==> src/hdl/rsos_pkg.sv <==
// Shared constants, types and codes of the spin growth move unit.
package rsos_pkg;
   localparam int SITES      = 64;
   localparam int SITE_W     = $clog2(SITES);
   localparam int MAX_HEIGHT = 64;
   localparam int LVL_W      = $clog2(MAX_HEIGHT);
   localparam int HGT_W      = 7;
   localparam int GRID_AW    = SITE_W + LVL_W;
   localparam int GRID_DEPTH = SITES * MAX_HEIGHT;
   localparam int PART_W     = 13;
   localparam int CNT_W      = 32;
   localparam int REG_W      = 16;
   localparam int RND_W      = 16;
   localparam int CSR_IDX_W  = 2;
   localparam int FRAC_W     = 12;
   localparam int QI_W       = 6;
   localparam int C_W        = 20;
   localparam int W_W        = 31;
   localparam int K_W        = 4;
   localparam int TAYLOR_TERMS = 12;

   localparam logic [REG_W-1:0] Q412_ONE   = 16'd4096;
   localparam logic [W_W-1:0]   Q30_ONE    = 31'd1073741824;
   localparam logic [31:0]      EXP_M1_Q32 = 32'd1580030169;

   localparam logic ACT_ADD    = 1'b0;
   localparam logic ACT_REMOVE = 1'b1;

   localparam logic [CSR_IDX_W-1:0] CSR_COUPLING = 2'd0;
   localparam logic [CSR_IDX_W-1:0] CSR_CHEM     = 2'd1;
   localparam logic [CSR_IDX_W-1:0] CSR_PLUS     = 2'd2;
   localparam logic [CSR_IDX_W-1:0] CSR_MINUS    = 2'd3;

   typedef struct packed {
      logic load;
      logic hrd0;
      logic hrd1;
      logic hrd2;
      logic srd1;
      logic srd2;
      logic cost;
      logic exp_start;
      logic commit;
   } rsos_cmd_type;

   typedef struct packed {
      logic exp_need;
      logic exp_done;
   } rsos_sts_type;
endpackage

==> src/hdl/rsos_exp.sv <==
// Iterative exp(-c) unit: Taylor series on the fraction, exp(-1) steps on the integer part.
module rsos_exp import rsos_pkg::*; (
   input  logic              clock,
   input  logic              reset,
   input  logic              start,
   input  logic [FRAC_W-1:0] frac,
   input  logic [QI_W-1:0]   ipart,
   output logic              done,
   output logic [W_W-1:0]    weight
);
   localparam logic [2:0] E_IDLE  = 3'd0;
   localparam logic [2:0] E_MUL   = 3'd1;
   localparam logic [2:0] E_DIV   = 3'd2;
   localparam logic [2:0] E_SCALE = 3'd3;
   localparam logic [2:0] E_DONE  = 3'd4;

   logic [2:0]         state_ff, state_in;
   logic [FRAC_W-1:0]  f_ff, f_in;
   logic [QI_W-1:0]    q_ff, q_in;
   logic [W_W-1:0]     term_ff, term_in;
   logic signed [31:0] acc_ff, acc_in;
   logic [K_W-1:0]     k_ff, k_in;
   logic [31:0]        num_ff, num_in;
   logic [K_W:0]       rem_ff, rem_in;
   logic [1:0]         dstep_ff, dstep_in;
   logic [W_W-1:0]     w_ff, w_in;

   logic [W_W+FRAC_W-1:0] prod;
   logic [W_W+31:0]       scaled;
   logic [K_W:0]          r;
   logic [31:0]           n;

   always_comb begin
      prod   = (W_W+FRAC_W)'(term_ff) * (W_W+FRAC_W)'(f_ff);
      scaled = (W_W+32)'(w_ff) * (W_W+32)'(EXP_M1_Q32);
      // restoring divide by k, eight quotient bits a cycle
      r = rem_ff;
      n = num_ff;
      for (int i = 0; i < 8; i++) begin
         r = {r[K_W-1:0], n[31]};
         n = {n[30:0], 1'b0};
         if (r >= {1'b0, k_ff}) begin
            r    = r - {1'b0, k_ff};
            n[0] = 1'b1;
         end
      end
   end

   always_comb begin
      state_in = state_ff;
      f_in     = f_ff;
      q_in     = q_ff;
      term_in  = term_ff;
      acc_in   = acc_ff;
      k_in     = k_ff;
      num_in   = num_ff;
      rem_in   = rem_ff;
      dstep_in = dstep_ff;
      w_in     = w_ff;
      case (state_ff)
         E_IDLE: begin
            if (start) begin
               f_in     = frac;
               q_in     = ipart;
               term_in  = Q30_ONE;
               acc_in   = 32'(Q30_ONE);
               k_in     = K_W'(1);
               state_in = E_MUL;
            end
         end
         E_MUL: begin
            num_in   = 32'(prod[W_W+FRAC_W-2:FRAC_W]);
            rem_in   = '0;
            dstep_in = '0;
            state_in = E_DIV;
         end
         E_DIV: begin
            num_in   = n;
            rem_in   = r;
            dstep_in = dstep_ff + 2'd1;
            if (dstep_ff == 2'd3) begin
               term_in = n[W_W-1:0];
               if (k_ff[0])
                  acc_in = acc_ff - $signed(32'(n[W_W-1:0]));
               else
                  acc_in = acc_ff + $signed(32'(n[W_W-1:0]));
               if (k_ff == K_W'(TAYLOR_TERMS)) begin
                  if (acc_in > 0)
                     w_in = acc_in[W_W-1:0];
                  else
                     w_in = '0;
                  state_in = E_SCALE;
               end else begin
                  k_in     = k_ff + K_W'(1);
                  state_in = E_MUL;
               end
            end
         end
         E_SCALE: begin
            if (q_ff != '0 && w_ff != '0) begin
               w_in = scaled[W_W+31:32];
               q_in = q_ff - QI_W'(1);
            end else begin
               state_in = E_DONE;
            end
         end
         E_DONE: state_in = E_IDLE;
         default: state_in = E_IDLE;
      endcase
   end

   always_ff @(posedge clock) begin
      if (reset)
         state_ff <= E_IDLE;
      else
         state_ff <= state_in;
      f_ff     <= f_in;
      q_ff     <= q_in;
      term_ff  <= term_in;
      acc_ff   <= acc_in;
      k_ff     <= k_in;
      num_ff   <= num_in;
      rem_ff   <= rem_in;
      dstep_ff <= dstep_in;
      w_ff     <= w_in;
   end

   assign done   = (state_ff == E_DONE);
   assign weight = w_ff;
endmodule

==> config.mk <==
export PLATFORM = sky130hd
export DESIGN_NAME = rsos_exp
export DESIGN_NICKNAME = d
export VERILOG_FILES = /design/src/hdl/rsos_pkg.sv /design/src/hdl/rsos_exp.sv
export SDC_FILE = /design/constraint.sdc
export NUM_CORES = 2
export LEC_CHECK = 0
export ABC_AREA = 1
export BUFFER_PORTS_ARGS = -buffer_cell sky130_fd_sc_hd__buf_4
export CAP_MARGIN = 5
export CORE_MARGIN = 1.5
export CORE_UTILIZATION = 40
export DETAILED_ROUTE_END_ITERATION = 10
export GPL_TIMING_DRIVEN = 1
export HOLD_SLACK_MARGIN = 0.06
export REMOVE_ABC_BUFFERS = 1
export SETUP_SLACK_MARGIN = 0.1
export SYNTH_ARGS = -nofsm -noshare
export SYNTH_HDL_FRONTEND = slang
export SYNTH_SLANG_ARGS = --single-unit
==> constraint.sdc <==
create_clock -name clock -period 13.42 [get_ports clock]
set_input_delay 1.342 -clock clock [delete_from_list [all_inputs] [get_ports clock]]
set_output_delay 1.342 -clock clock [all_outputs]
set_load 0.01 [all_outputs]
==> reports/metrics.yaml <==
run_status: "finished with violations"
violations: "design-rule violations"
dieWidth_um: 316
synth-xor-area-share_pct: 2.08
synth_top_family_by_area: "adder cells"
timing.setup.tns_ps: 0
core_area_mm2: 0.0969
cp_max_fo: 7
vias: 29900
dp.cells: 5993
grt_pass1_vias: 31100
synth_edf_count: 154
die_h_um: 316
synthAdderAreaFrac_pct: 53.3
yosys_warnings: 0
synth.distinct_cells: 58
stdcell_count: 6071
reg2reg_to: "weight[29]"
crit_start: "num_ff[31]"
io_buffers: 52
antenna_cells: 0
grt_start_max_net_pins: 65
cpPeakStageDelay_ps: 540
timing.rr.start: "num_ff[31]"
firstDrtPassIters: 10
worst_ep_required_time_ps: 13610
end_kind: "flop"
reg2reg_depth: 99
synth_simple_gate_area_share_pct: 12.8
hold_path_depth: 1
fmax_ghz: 0.0756
use_met1_pct: 31.3
max_cap_violations: 0
grt_pass1_wl_um: 171000
min_period_ps: 13240
detail-route-antenna-nets: 0
cts_tree: "built"
synth_area_per_cell_um2: 8.64
gr-total-overflow: 0
synth_compound_area_share_pct: 6.36
report.final.slew_viol_count: 0
start_kind: "flop"
finClkSkew_ps: 18.1
syn_inst: 4533
layout_commonest_cell: "inv_1"
top_usage_layer: "met2"
grtUsageMet3_pct: 3.50
drt_iter0_drc: 1910
netlist_area_mm2: 0.0391
final_nets: 6050
antenna_found_initial: 0
hold_path_class: "reg2reg"
syn2layout_area_growth_pct: 12.8
layout-drive-gt1-share_pct: 11.3
slowest_stage: "fa_1"
muxShareOfSynthArea_pct: 0
min_to: "dstep_ff[0]"
clk-insertion-delay-late_ps: 460
die_area_mm2: 0.0997
cts_root_buffer: "clkbuf_16"
utilization_pct: 45.6
tightest_slew_ps: 1070
drc: 6
totalWireLength_um: 107000
track_usage_pct: 22.1
clockBufferDepth: 2
crit_type: "reg2reg"
synth_seq_cells: 157
clk_pin_slew_ps: 70
crit_top_cell: "nand2_2"
wl_per_cell_um: 17.6
synth_ff_type: "edfxtp_1"
initial_core_util_pct: 40.4
arrival_ps: 13430
hold_viol: 0
ys_seq_area_share_pct: 12.0
via_per_inst: 4.93
htreeDepth: 4
routabilityCongestion: 0.965
cts_inserted_buffers: 17
ios: 53
grt_use_met2_pct: 36.4
grt_setup_unrepaired: "yes"
regToRegSetupSlack_ps: 180
slew_headroom_pct: 28.8
fin_crit_sh_pct: 98.6
finalSetupViolCount: 0
dp_hpwl_um: 88200
num_rows: 114
final_cell_mix: "inv_1 (1283), nand2_1 (716), fa_1 (701)"
clock-sinks: 157
min-delay-start: "dstep_ff[0]"
async_flop_share_pct: 0
## cell families (layout without fill, tap and decap cells)
group | count (synthesis) | in the layout
fa+ha+maj | 1247 | 1247
buf+inv | 1397 | 1659
xor+xnor | 93 | 93
simple gates | 1195 | 1195
compound gates | 444 | 444
flops | 157 | 157
## layout make-up
| cell class | count | area (µm²) |
|---|---|---|
| well taps | 1276 | 1600 |
| clock buffers | 17 | 425 |
| flip-flops and latches | 157 | 4680 |
| multi-input cells | 2979 | 29800 |
| clock inverters | 15 | 129 |
| repair buffers | 328 | 2600 |
| fillers | 9442 | 52700 |
| inverters | 1299 | 4890 |
## synth_stat cells (6+ instances only)
master    count  area [µm²]
inv_1      1294        4860
nand2_1     746        2800
fa_1        701       14000
ha_1        546        6830
nor2_1      241         905
a21oi_1     197         986
edfxtp_1    154        4620
o21ai_0     143         716
clkbuf_1     83         312
xor2_1       61         534
nand3_1      59         295
nand4_1      55         344
nor3_1       37         185
xnor2_1      32         280
o21a_1       18         135
a31oi_1      14        87.6
nand2_2      10        62.6
nor4_1       10        62.6
o21ai_1       8        40.0
o21bai_1      8        60.1
or2_2         8        50.1
a21o_1        7        52.6
o211ai_1      7        52.6
a31o_2        6        52.6
nand3_2       6        60.1
## metrics by stage
step / hold WS [ps] / worst slack, ps / instance area (µm²)
4_1_cts: 580 / 111 / 43500
6_report: 568 / 185 / 44200
3_3_place_gp: 558 / -346 / 42500
2_1_floorplan: 519 / -1520 / 38700
3_5_place_dp: 570 / -730 / 42500
5_1_grt: 595 / -719 / 44200
## repair_timing
| item | 4_1_cts | 5_1_grt |
|---|---|---|
| cloned | 1 | 4 |
| hold buffers | 0 | 0 |
| pin swaps | 23 | 101 |
| buffers inserted | 23 | 18 |
| endpoints found under the setup margin | 43 | 50 |
| endpoints found under the hold margin | 0 | 0 |
| resized for setup | 60 | 100 |
## state kept, by name (all words and copies together) (netlist names)
name	flops
dstep_ff	2
state_ff	3
k_ff	4
term_ff	31
weight	31
f_ff	12
rem_ff	4
q_ff	6
num_ff	32
acc_ff	32
## worst max-delay path: cells and delay by family, from the launching register on
kind,cells,cell delay [ps]
AND/OR/NAND/NOR,47,4640
adder cells (fa/ha/maj),11,2860
AO/OA/AOI/OAI,20,2770
buffers and inverters,19,1990
flip-flops,1,390
XOR/XNOR,2,270
## worst max path at each step
stage	endpoint	slack, ps	depth (start not counted)
after global placement	weight[1]	-350	95
after detailed placement	weight[14]	-730	95
after global routing	weight[5]	-720	99
final	weight[29]	180	99
after floorplan	weight[0]	-1520	95
after CTS	weight[9]	110	99
## layer usage
metal,part of all wire [%],vias up
met5,0,-
met4,1.3,0
met3,6.0,84
met2,47,805
met1,46,14800
li1,-,14300
Power is left out: the tool's default activity adds up to more than one toggle a clock period on the data nets, which glitch-free logic cannot reach.
