`src/hdl/rsos_pkg.sv`:
```
// Shared constants, types and codes of the spin growth move unit.
package rsos_pkg;
   localparam int SITES      = 64;
   localparam int SITE_W     = $clog2(SITES);
   localparam int MAX_HEIGHT = 64;
   localparam int LVL_W      = $clog2(MAX_HEIGHT);
   localparam int HGT_W      = 7;
   localparam int GRID_AW    = SITE_W + LVL_W;
   localparam int GRID_DEPTH = SITES * MAX_HEIGHT;
   localparam int PART_W     = 13;
   localparam int CNT_W      = 32;
   localparam int REG_W      = 16;
   localparam int RND_W      = 16;
   localparam int CSR_IDX_W  = 2;
   localparam int FRAC_W     = 12;
   localparam int QI_W       = 6;
   localparam int C_W        = 20;
   localparam int W_W        = 31;
   localparam int K_W        = 4;
   localparam int TAYLOR_TERMS = 12;

   localparam logic [REG_W-1:0] Q412_ONE   = 16'd4096;
   localparam logic [W_W-1:0]   Q30_ONE    = 31'd1073741824;
   localparam logic [31:0]      EXP_M1_Q32 = 32'd1580030169;

   localparam logic ACT_ADD    = 1'b0;
   localparam logic ACT_REMOVE = 1'b1;

   localparam logic [CSR_IDX_W-1:0] CSR_COUPLING = 2'd0;
   localparam logic [CSR_IDX_W-1:0] CSR_CHEM     = 2'd1;
   localparam logic [CSR_IDX_W-1:0] CSR_PLUS     = 2'd2;
   localparam logic [CSR_IDX_W-1:0] CSR_MINUS    = 2'd3;

   typedef struct packed {
      logic load;
      logic hrd0;
      logic hrd1;
      logic hrd2;
      logic srd1;
      logic srd2;
      logic cost;
      logic exp_start;
      logic commit;
   } rsos_cmd_type;

   typedef struct packed {
      logic exp_need;
      logic exp_done;
   } rsos_sts_type;
endpackage

```
`src/hdl/rsos_ctrl.sv`:
```
// Move sequencer: steps the datapath through read, cost, exponential and commit.
module rsos_ctrl import rsos_pkg::*; (
   input  logic         clock,
   input  logic         reset,
   input  logic         start,
   input  rsos_sts_type sts,
   output logic         busy,
   output rsos_cmd_type cmd
);
   localparam logic [3:0] ST_IDLE     = 4'd0;
   localparam logic [3:0] ST_HRD0     = 4'd1;
   localparam logic [3:0] ST_HRD1     = 4'd2;
   localparam logic [3:0] ST_HRD2     = 4'd3;
   localparam logic [3:0] ST_SRD1     = 4'd4;
   localparam logic [3:0] ST_SRD2     = 4'd5;
   localparam logic [3:0] ST_COST     = 4'd6;
   localparam logic [3:0] ST_BRANCH   = 4'd7;
   localparam logic [3:0] ST_EXP_WAIT = 4'd8;
   localparam logic [3:0] ST_COMMIT   = 4'd9;

   logic [3:0] state_ff, state_in;

   always_comb begin
      state_in = state_ff;
      cmd      = '0;
      case (state_ff)
         ST_IDLE: begin
            if (start) begin
               cmd.load = 1'b1;
               state_in = ST_HRD0;
            end
         end
         ST_HRD0: begin cmd.hrd0 = 1'b1; state_in = ST_HRD1; end
         ST_HRD1: begin cmd.hrd1 = 1'b1; state_in = ST_HRD2; end
         ST_HRD2: begin cmd.hrd2 = 1'b1; state_in = ST_SRD1; end
         ST_SRD1: begin cmd.srd1 = 1'b1; state_in = ST_SRD2; end
         ST_SRD2: begin cmd.srd2 = 1'b1; state_in = ST_COST; end
         ST_COST: begin cmd.cost = 1'b1; state_in = ST_BRANCH; end
         ST_BRANCH: begin
            // skip the exponential when the move is free or already refused
            if (sts.exp_need) begin
               cmd.exp_start = 1'b1;
               state_in      = ST_EXP_WAIT;
            end else begin
               state_in = ST_COMMIT;
            end
         end
         ST_EXP_WAIT: begin
            if (sts.exp_done)
               state_in = ST_COMMIT;
         end
         ST_COMMIT: begin cmd.commit = 1'b1; state_in = ST_IDLE; end
         default: state_in = ST_IDLE;
      endcase
   end

   always_ff @(posedge clock) begin
      if (reset)
         state_ff <= ST_IDLE;
      else
         state_ff <= state_in;
   end

   assign busy = (state_ff != ST_IDLE);
endmodule

```
`config.mk`:
```
export PLATFORM = sky130hd
export DESIGN_NAME = rsos_ctrl
export DESIGN_NICKNAME = d
export VERILOG_FILES = /design/src/hdl/rsos_pkg.sv /design/src/hdl/rsos_ctrl.sv
export SDC_FILE = /design/constraint.sdc
export NUM_CORES = 1
export LEC_CHECK = 0
export ABC_AREA = 1
export CORE_AREA = 5 5 42 44
export DETAILED_ROUTE_END_ITERATION = 12
export DIE_AREA = 0 0 47 49
export DONT_BUFFER_PORTS = 1
export GPL_ROUTABILITY_DRIVEN = 1
export PLACE_DENSITY = 0.31
export REMOVE_ABC_BUFFERS = 1
export SETUP_SLACK_MARGIN = 0.3
export SYNTH_ARGS = -nofsm -noshare
export SYNTH_HDL_FRONTEND = slang
export SYNTH_SLANG_ARGS = --single-unit
```
`constraint.sdc`:
```
create_clock -name clock -period 2.4 [get_ports clock]
set_input_delay 0.48 -clock clock [delete_from_list [all_inputs] [get_ports clock]]
set_output_delay 0.48 -clock clock [all_outputs]
set_load 0.01 [all_outputs]
```
==> impl_metrics.tcl, run 1 <==
set metrics [dict create \
    cts_buffer_depth 2 \
    holdPathStages 1 \
    numCtsBuffers 3 \
    root_buffer "clkbuf_4" \
    ff2ff_path_depth 6 \
    grt_max_degree 9 \
    syn_to_final_growth_pct 11.06 \
    largest_register_ffs 4 \
    crit_buf_inv 1 \
    ant_nets 0 \
    ys_seq_elements 4 \
    synthCells 48 \
    drt_wl_total_um 691 \
    clock_skew_ns 0.0006320 \
    rows 14 \
    grt_setup_unrepaired "false" \
    crit_path_cell_trace "nor2_1, inv_1, nor3_1" \
    gp_congestion 0.6480 \
    drive_above_1_share_pct 14.00 \
    fin_crit_ns 1.727 \
    largest-register "state_ff" \
    final_nets 57 \
    num_vias 281 \
    grt_pass1_wl_mm 1.076 \
    path_class "register to primary output" \
    critPathTopFamily "simple AND/OR/NAND/NOR gates" \
    cts_resized 0 \
    placed_cells 63 \
    critPathMaxStageDelay_ns 0.32 \
    clk_pin_slew_ns 0.03 \
    dieArea_um2 2303 \
    io-pin-count 15 \
    core_region_area_um2 1401 \
    synth_seq_area_share_pct 28.32 \
    initial_core_util_pct 20.18 \
    fmax_mhz 578.9 \
    avgRoutedWirePerCell_um 10.47 \
    yosys-top-cells-area "dfxtp_1 28%, nand2_1 16%, inv_1 13%" \
    relSlewSlack_pct 74.18 \
    grt_antenna_before_repair 0 \
    portBuffers 0 \
    grt_overflow 0 \
    synth_largest_area_cell "dfxtp_1" \
    vdd_drop_max_v 0.0002037 \
    dpl.hpwl_um 583.4 \
    hold_path_class "input port to register" \
    track_usage_pct 6.836 \
    status "finished clean" \
    cp-end-kind "primary output" \
    path_max_fanout 5 \
    viasPerCell 4.258 \
    required_ns 1.92 \
    yosysTopAreaCellShare_pct 28.32 \
    critPathLaunchType "register" \
    design_area_um2 314.1 \
    crit_cells 3 \
    crit_slowest_cell "dfxtp_1" \
    avgSynthCellArea_um2 5.891 \
    place_area_um2 291.5 \
    cts_tree "built" \
    cts.sinks 4 \
    clock_latency_ns 0.23 \
    fin_crit_sh_pct 71.97 \
    finalHoldViolations 0 \
    die_x_um 47 \
    drc 0 \
    maxCapViolCount 0 \
    tightest_slew_ns 0.3843 \
    drt_pass1_iterations 4 \
    p_per_area_nw_per_um2 734.1 \
    finalSetupTns_ns 0 \
    die_y_um 49 \
    arrival_ns 1.25 \
    top_regs "state_ff x4" \
    grt_pass1_vias 262 \
    drtIter0Drc 9 \
    yosysWarnings 0 \
    diodes 0 \
    stdcell_count 66 \
    synth_cell_types 14 \
    leakagePower_nw 0.1661 \
    cts_setup_buffers 0 \
    setup_viol_count_final 0 \
    syn_area_um2 282.8 \
    slew_violations 0 \
    h-tree-depth 1 \
    cts_hold_buf 0 \
]
## final timing paths
| check | start | endpoint | slack [ns] |
|---|---|---|---|
| worst min register to register | state_ff[3] | state_ff[1] | 0.45 |
| worst min-delay path | reset | state_ff[0] | 0.31 |
| worst max register to register | state_ff[2] | state_ff[0] | 1.35 |
| worst max-delay path | state_ff[2] | cmd[6] | 0.67 |
## stage by stage
step	setup WS, ns	power, mW	util [%]	hold WS (ns)
2_1_floorplan	1.032	0.1410	-	0.4196
3_3_place_gp	0.8693	0.1546	20.80	0.4603
3_5_place_dp	0.9063	0.1538	20.80	0.4586
4_1_cts	0.6469	0.2373	22.41	0.3033
5_1_grt	0.5716	0.2545	22.41	0.2916
6_report	0.6726	0.2305	22.41	0.3131
## metal layers
metal / up-vias / share of wire, % / wire [um] / GRT usage [%]
li1: 151 / - / - / -
met1: 121 / 44 / 306 / 8.150
met2: 9 / 43 / 298 / 8.371
met3: 0 / 12 / 86 / 6.273
met4: 0 / 0 / 0 / 2.765
met5: - / 0 / 0 / 0
## logic make-up after synthesis
family,after synthesis,share of synthesized area [%]
buffers and inverters,12,18.58
AOI/OAI and AO/OA,2,4.424
DFF,4,28.32
and+or+nand+nor,30,48.67
## power breakdown
| part | internal [mW] | total (mW) | switching [mW] | leakage (nW) |
|---|---|---|---|---|
| combinational | 0.0195 | 0.0627 | 0.0432 | 0.120 |
| clock | 0.0557 | 0.0797 | 0.0240 | 0.0138 |
| sequential | 0.0740 | 0.0881 | 0.0141 | 0.0328 |
| total | 0.149 | 0.231 | 0.0813 | 0.166 |
## area by class of cell
type,instances,area (um^2)
Sequential cell,4,80.08
Fill cell,176,1087
Tap cell,16,20.02
Multi-Input combinational cell,32,150.1
Inverter,11,41.29
Clock buffer,3,22.52
## cell usage in the layout (no fill, tap or decap)
cell	Yosys	layout
nand2_2	1	1
nand3_1	3	3
dfxtp_1	4	4
inv_1	10	10
nor3_1	5	5
clkbuf_4	0	3
nand2_1	12	12
nor2_4	1	1
nor4_1	1	1
nor2_2	1	1
o21a_1	1	1
a21oi_1	1	1
inv_2	1	1
nor2_1	6	6
## Yosys cell counts
cell,number
nand3_1,3
nor2_4,1
a21oi_1,1
nor4_1,1
nor3_1,5
o21a_1,1
nand2_2,1
buf_6,1
nor2_2,1
inv_2,1
nor2_1,6
dfxtp_1,4
nand2_1,12
inv_1,10
## worst reg2reg max path, stage by stage, from the launching register on
cell and delay (ns):
dfxtp_1 0.32, nor2_1 0.29, nand3_1 0.11, nand2_1 0.08, inv_1 0.04, nand2_1 0.07, nor2_2 0.03
Note: power is estimated with default switching activity, not from simulation.
==> run 2, diff against run 1 <==
- ABC_AREA: 1 -> 0
- clock period: 2.4 -> 1.4 ns (I/O delays scaled with it)
==> run 2 against run 1 <==
Die area is the same. Highest routed layer is now met4. Worst setup slack worse by 0.61 ns. Synthesized area down 4.0%. Clock skew increased by 0.0017 ns. Wire length grew 62%. Hold slack lost 0.22 ns. Total power rose to 2.7 times the previous value.
==> impl_metrics.tcl, run 2 <==
set metrics [dict create \
    status "finished clean" \
    ys_seq_elements 4 \
    whs_ns 0.09650 \
    met2_usage_pct 14.93 \
    layout_common_cells "12 x buf_4, 6 x buf_6, 5 x nor2_4" \
    seq_area_um2 95.09 \
    synth_cell_types 17 \
    fmax_mhz 746.8 \
    critPathLaunchType "register" \
    relSlewSlack_pct 83.52 \
    layout_commonest_cell "buf_4" \
    tightest_slew_ns 0.2467 \
    track_usage_pct 9.520 \
    synth-edff-count 0 \
    top_regs "state_ff x4" \
    fill_cells 140 \
    avgRoutedWirePerCell_um 15.73 \
    cts_tree "built" \
    syn_area_um2 271.5 \
    grt_pass1_vias 345 \
    cts_hold_buf 0 \
    synth_top_flop_cell "dfxtp_1" \
    largest_register_ffs 4 \
    cp-end-kind "primary output" \
    maxCapViolCount 0 \
    core_region_area_um2 1401 \
    final_nets 62 \
    slew_violations 0 \
    fin_crit_ns 1.339 \
    drive_above_1_share_pct 90.91 \
    root_buffer "clkbuf_4" \
    grt_overflow 0 \
    ys_async_sr_fraction_pct 0 \
    clock_latency_ns 0.23 \
    yosysTopAreaCellShare_pct 29.49 \
    drt_pass1_iterations 2 \
    clock_skew_ns 0.002310 \
    yosys-top-cells-area "dfxtp_1 29%, nand2_1 8.3%, nor2_1 8.3%" \
    syn_to_final_growth_pct 130.9 \
    fin_crit_sh_pct 95.64 \
    path_class "register to primary output" \
    placed_cells 56 \
    dieArea_um2 2303 \
    grt_setup_unrepaired "true" \
    h-tree-depth 1 \
    initial_core_util_pct 19.37 \
    clk_pin_slew_ns 0.04 \
    design_area_um2 626.9 \
    largest-register "state_ff" \
    cts_buffer_depth 2 \
    die_y_um 49 \
    p_per_area_nw_per_um2 999.4 \
    leakagePower_nw 0.2635 \
    drt_wl_total_mm 1.117 \
    dpl.hpwl_um 540.3 \
    multi_input_area_um2 325.3 \
    hold_path_class "input port to register" \
    cts.sinks 4 \
    diodes 0 \
    drtIter0Drc 3 \
    synth_common_cells "6 x nand2_1, 6 x nor2_1, 4 x dfxtp_1, 4 x nor3_1, 3 x buf_2" \
    synth_largest_area_cell "dfxtp_1" \
    num_vias 342 \
    portBuffers 0 \
    power_mw 0.6264 \
    grt_antenna_before_repair 0 \
    io-pin-count 15 \
    grt_pass1_wl_mm 1.607 \
    avgSynthCellArea_um2 7.338 \
    post-route-util_pct 44.73 \
    viasPerCell 4.817 \
    required_ns 1.12 \
    stdcell_count 71 \
    grt_max_degree 11 \
    top_usage_layer "met2" \
    rows 14 \
    drc 0 \
    crit_slowest_cell "dfxtp_4" \
    numCtsBuffers 3 \
    use_met3_pct 6.273 \
    vdd_drop_max_v 0.0004774 \
    critPathMaxStageDelay_ns 0.36 \
    place_area_um2 321.6 \
    crit_path_cell_trace "inv_4, nor4_4, buf_4" \
    die_x_um 47 \
    synth_seq_area_share_pct 29.49 \
    setup_viol_count_final 0 \
    arrival_ns 1.06 \
    gp_congestion 0.6547 \
    met1_usage_pct 9.713 \
    synthCells 37 \
    path_max_fanout 4 \
    yosysWarnings 0 \
    finalHoldViolations 0 \
    ant_nets 0 \
]
## run 2: power breakdown
group | internal, mW | switching (mW) | total [mW]
clock network | 0.0957 | 0.0449 | 0.141
registers | 0.128 | 0.0309 | 0.159
logic | 0.175 | 0.152 | 0.326
## run 2: stage by stage
step | setup WS (ns) | setup TNS, ns
after floorplan | 0.1744 | 0
after global placement | 0.1806 | 0
after detailed placement | 0.1590 | 0
after CTS | 0.03344 | 0
after global routing | -0.009265 | -0.009265
final | 0.06099 | 0
## run 2: worst max-delay path: cells and delay by family, from the launching register on
| family | cells | cell delay (ns) |
|---|---|---|
| and+or+nand+nor | 1 | 0.25 |
| buffers and inverters | 2 | 0.21 |
| DFF | 1 | 0.36 |
## run 2: area by class of cell
type                    instances  area share, %
multi-input cells              29          51.90
clock buffers                   3          3.593
well taps                      16          3.194
inverters                       1         0.9980
flip-flops and latches          4          15.17
repair buffers                 18          25.15
## run 2: path summary, 6_finish.rpt
check / startpoint / end / slack (ns) / depth (start not counted)
max: state_ff[2] / cmd[4] / 0.06 / 3
min: reset / state_ff[2] / 0.1 / 1
max reg2reg: state_ff[2] / state_ff[0] / 0.14 / 5
min reg2reg: state_ff[3] / state_ff[2] / 0.53 / 1
## run 2: logic make-up after synthesis
kind of cell	count (synthesis)	share of synthesized area [%]
simple gates	24	45.17
buf+inv	4	6.909
xor+xnor	2	6.453
flops	4	29.49
compound gates	3	11.98
## run 2: layer usage
| metal | vias to the layer above | share of wire (%) |
|---|---|---|
| met5 | - | 0 |
| met4 | 0 | 1.7 |
| met3 | 2 | 9.3 |
| met1 | 164 | 34 |
| li1 | 163 | - |
| met2 | 13 | 55 |
## run 2: what timing repair did
action / in CTS / in global routing
endpoints found under the setup margin: 11 / 13
buffers inserted: 8 / 4
pin swaps: 7 / 10
resized for setup: 28 / 20
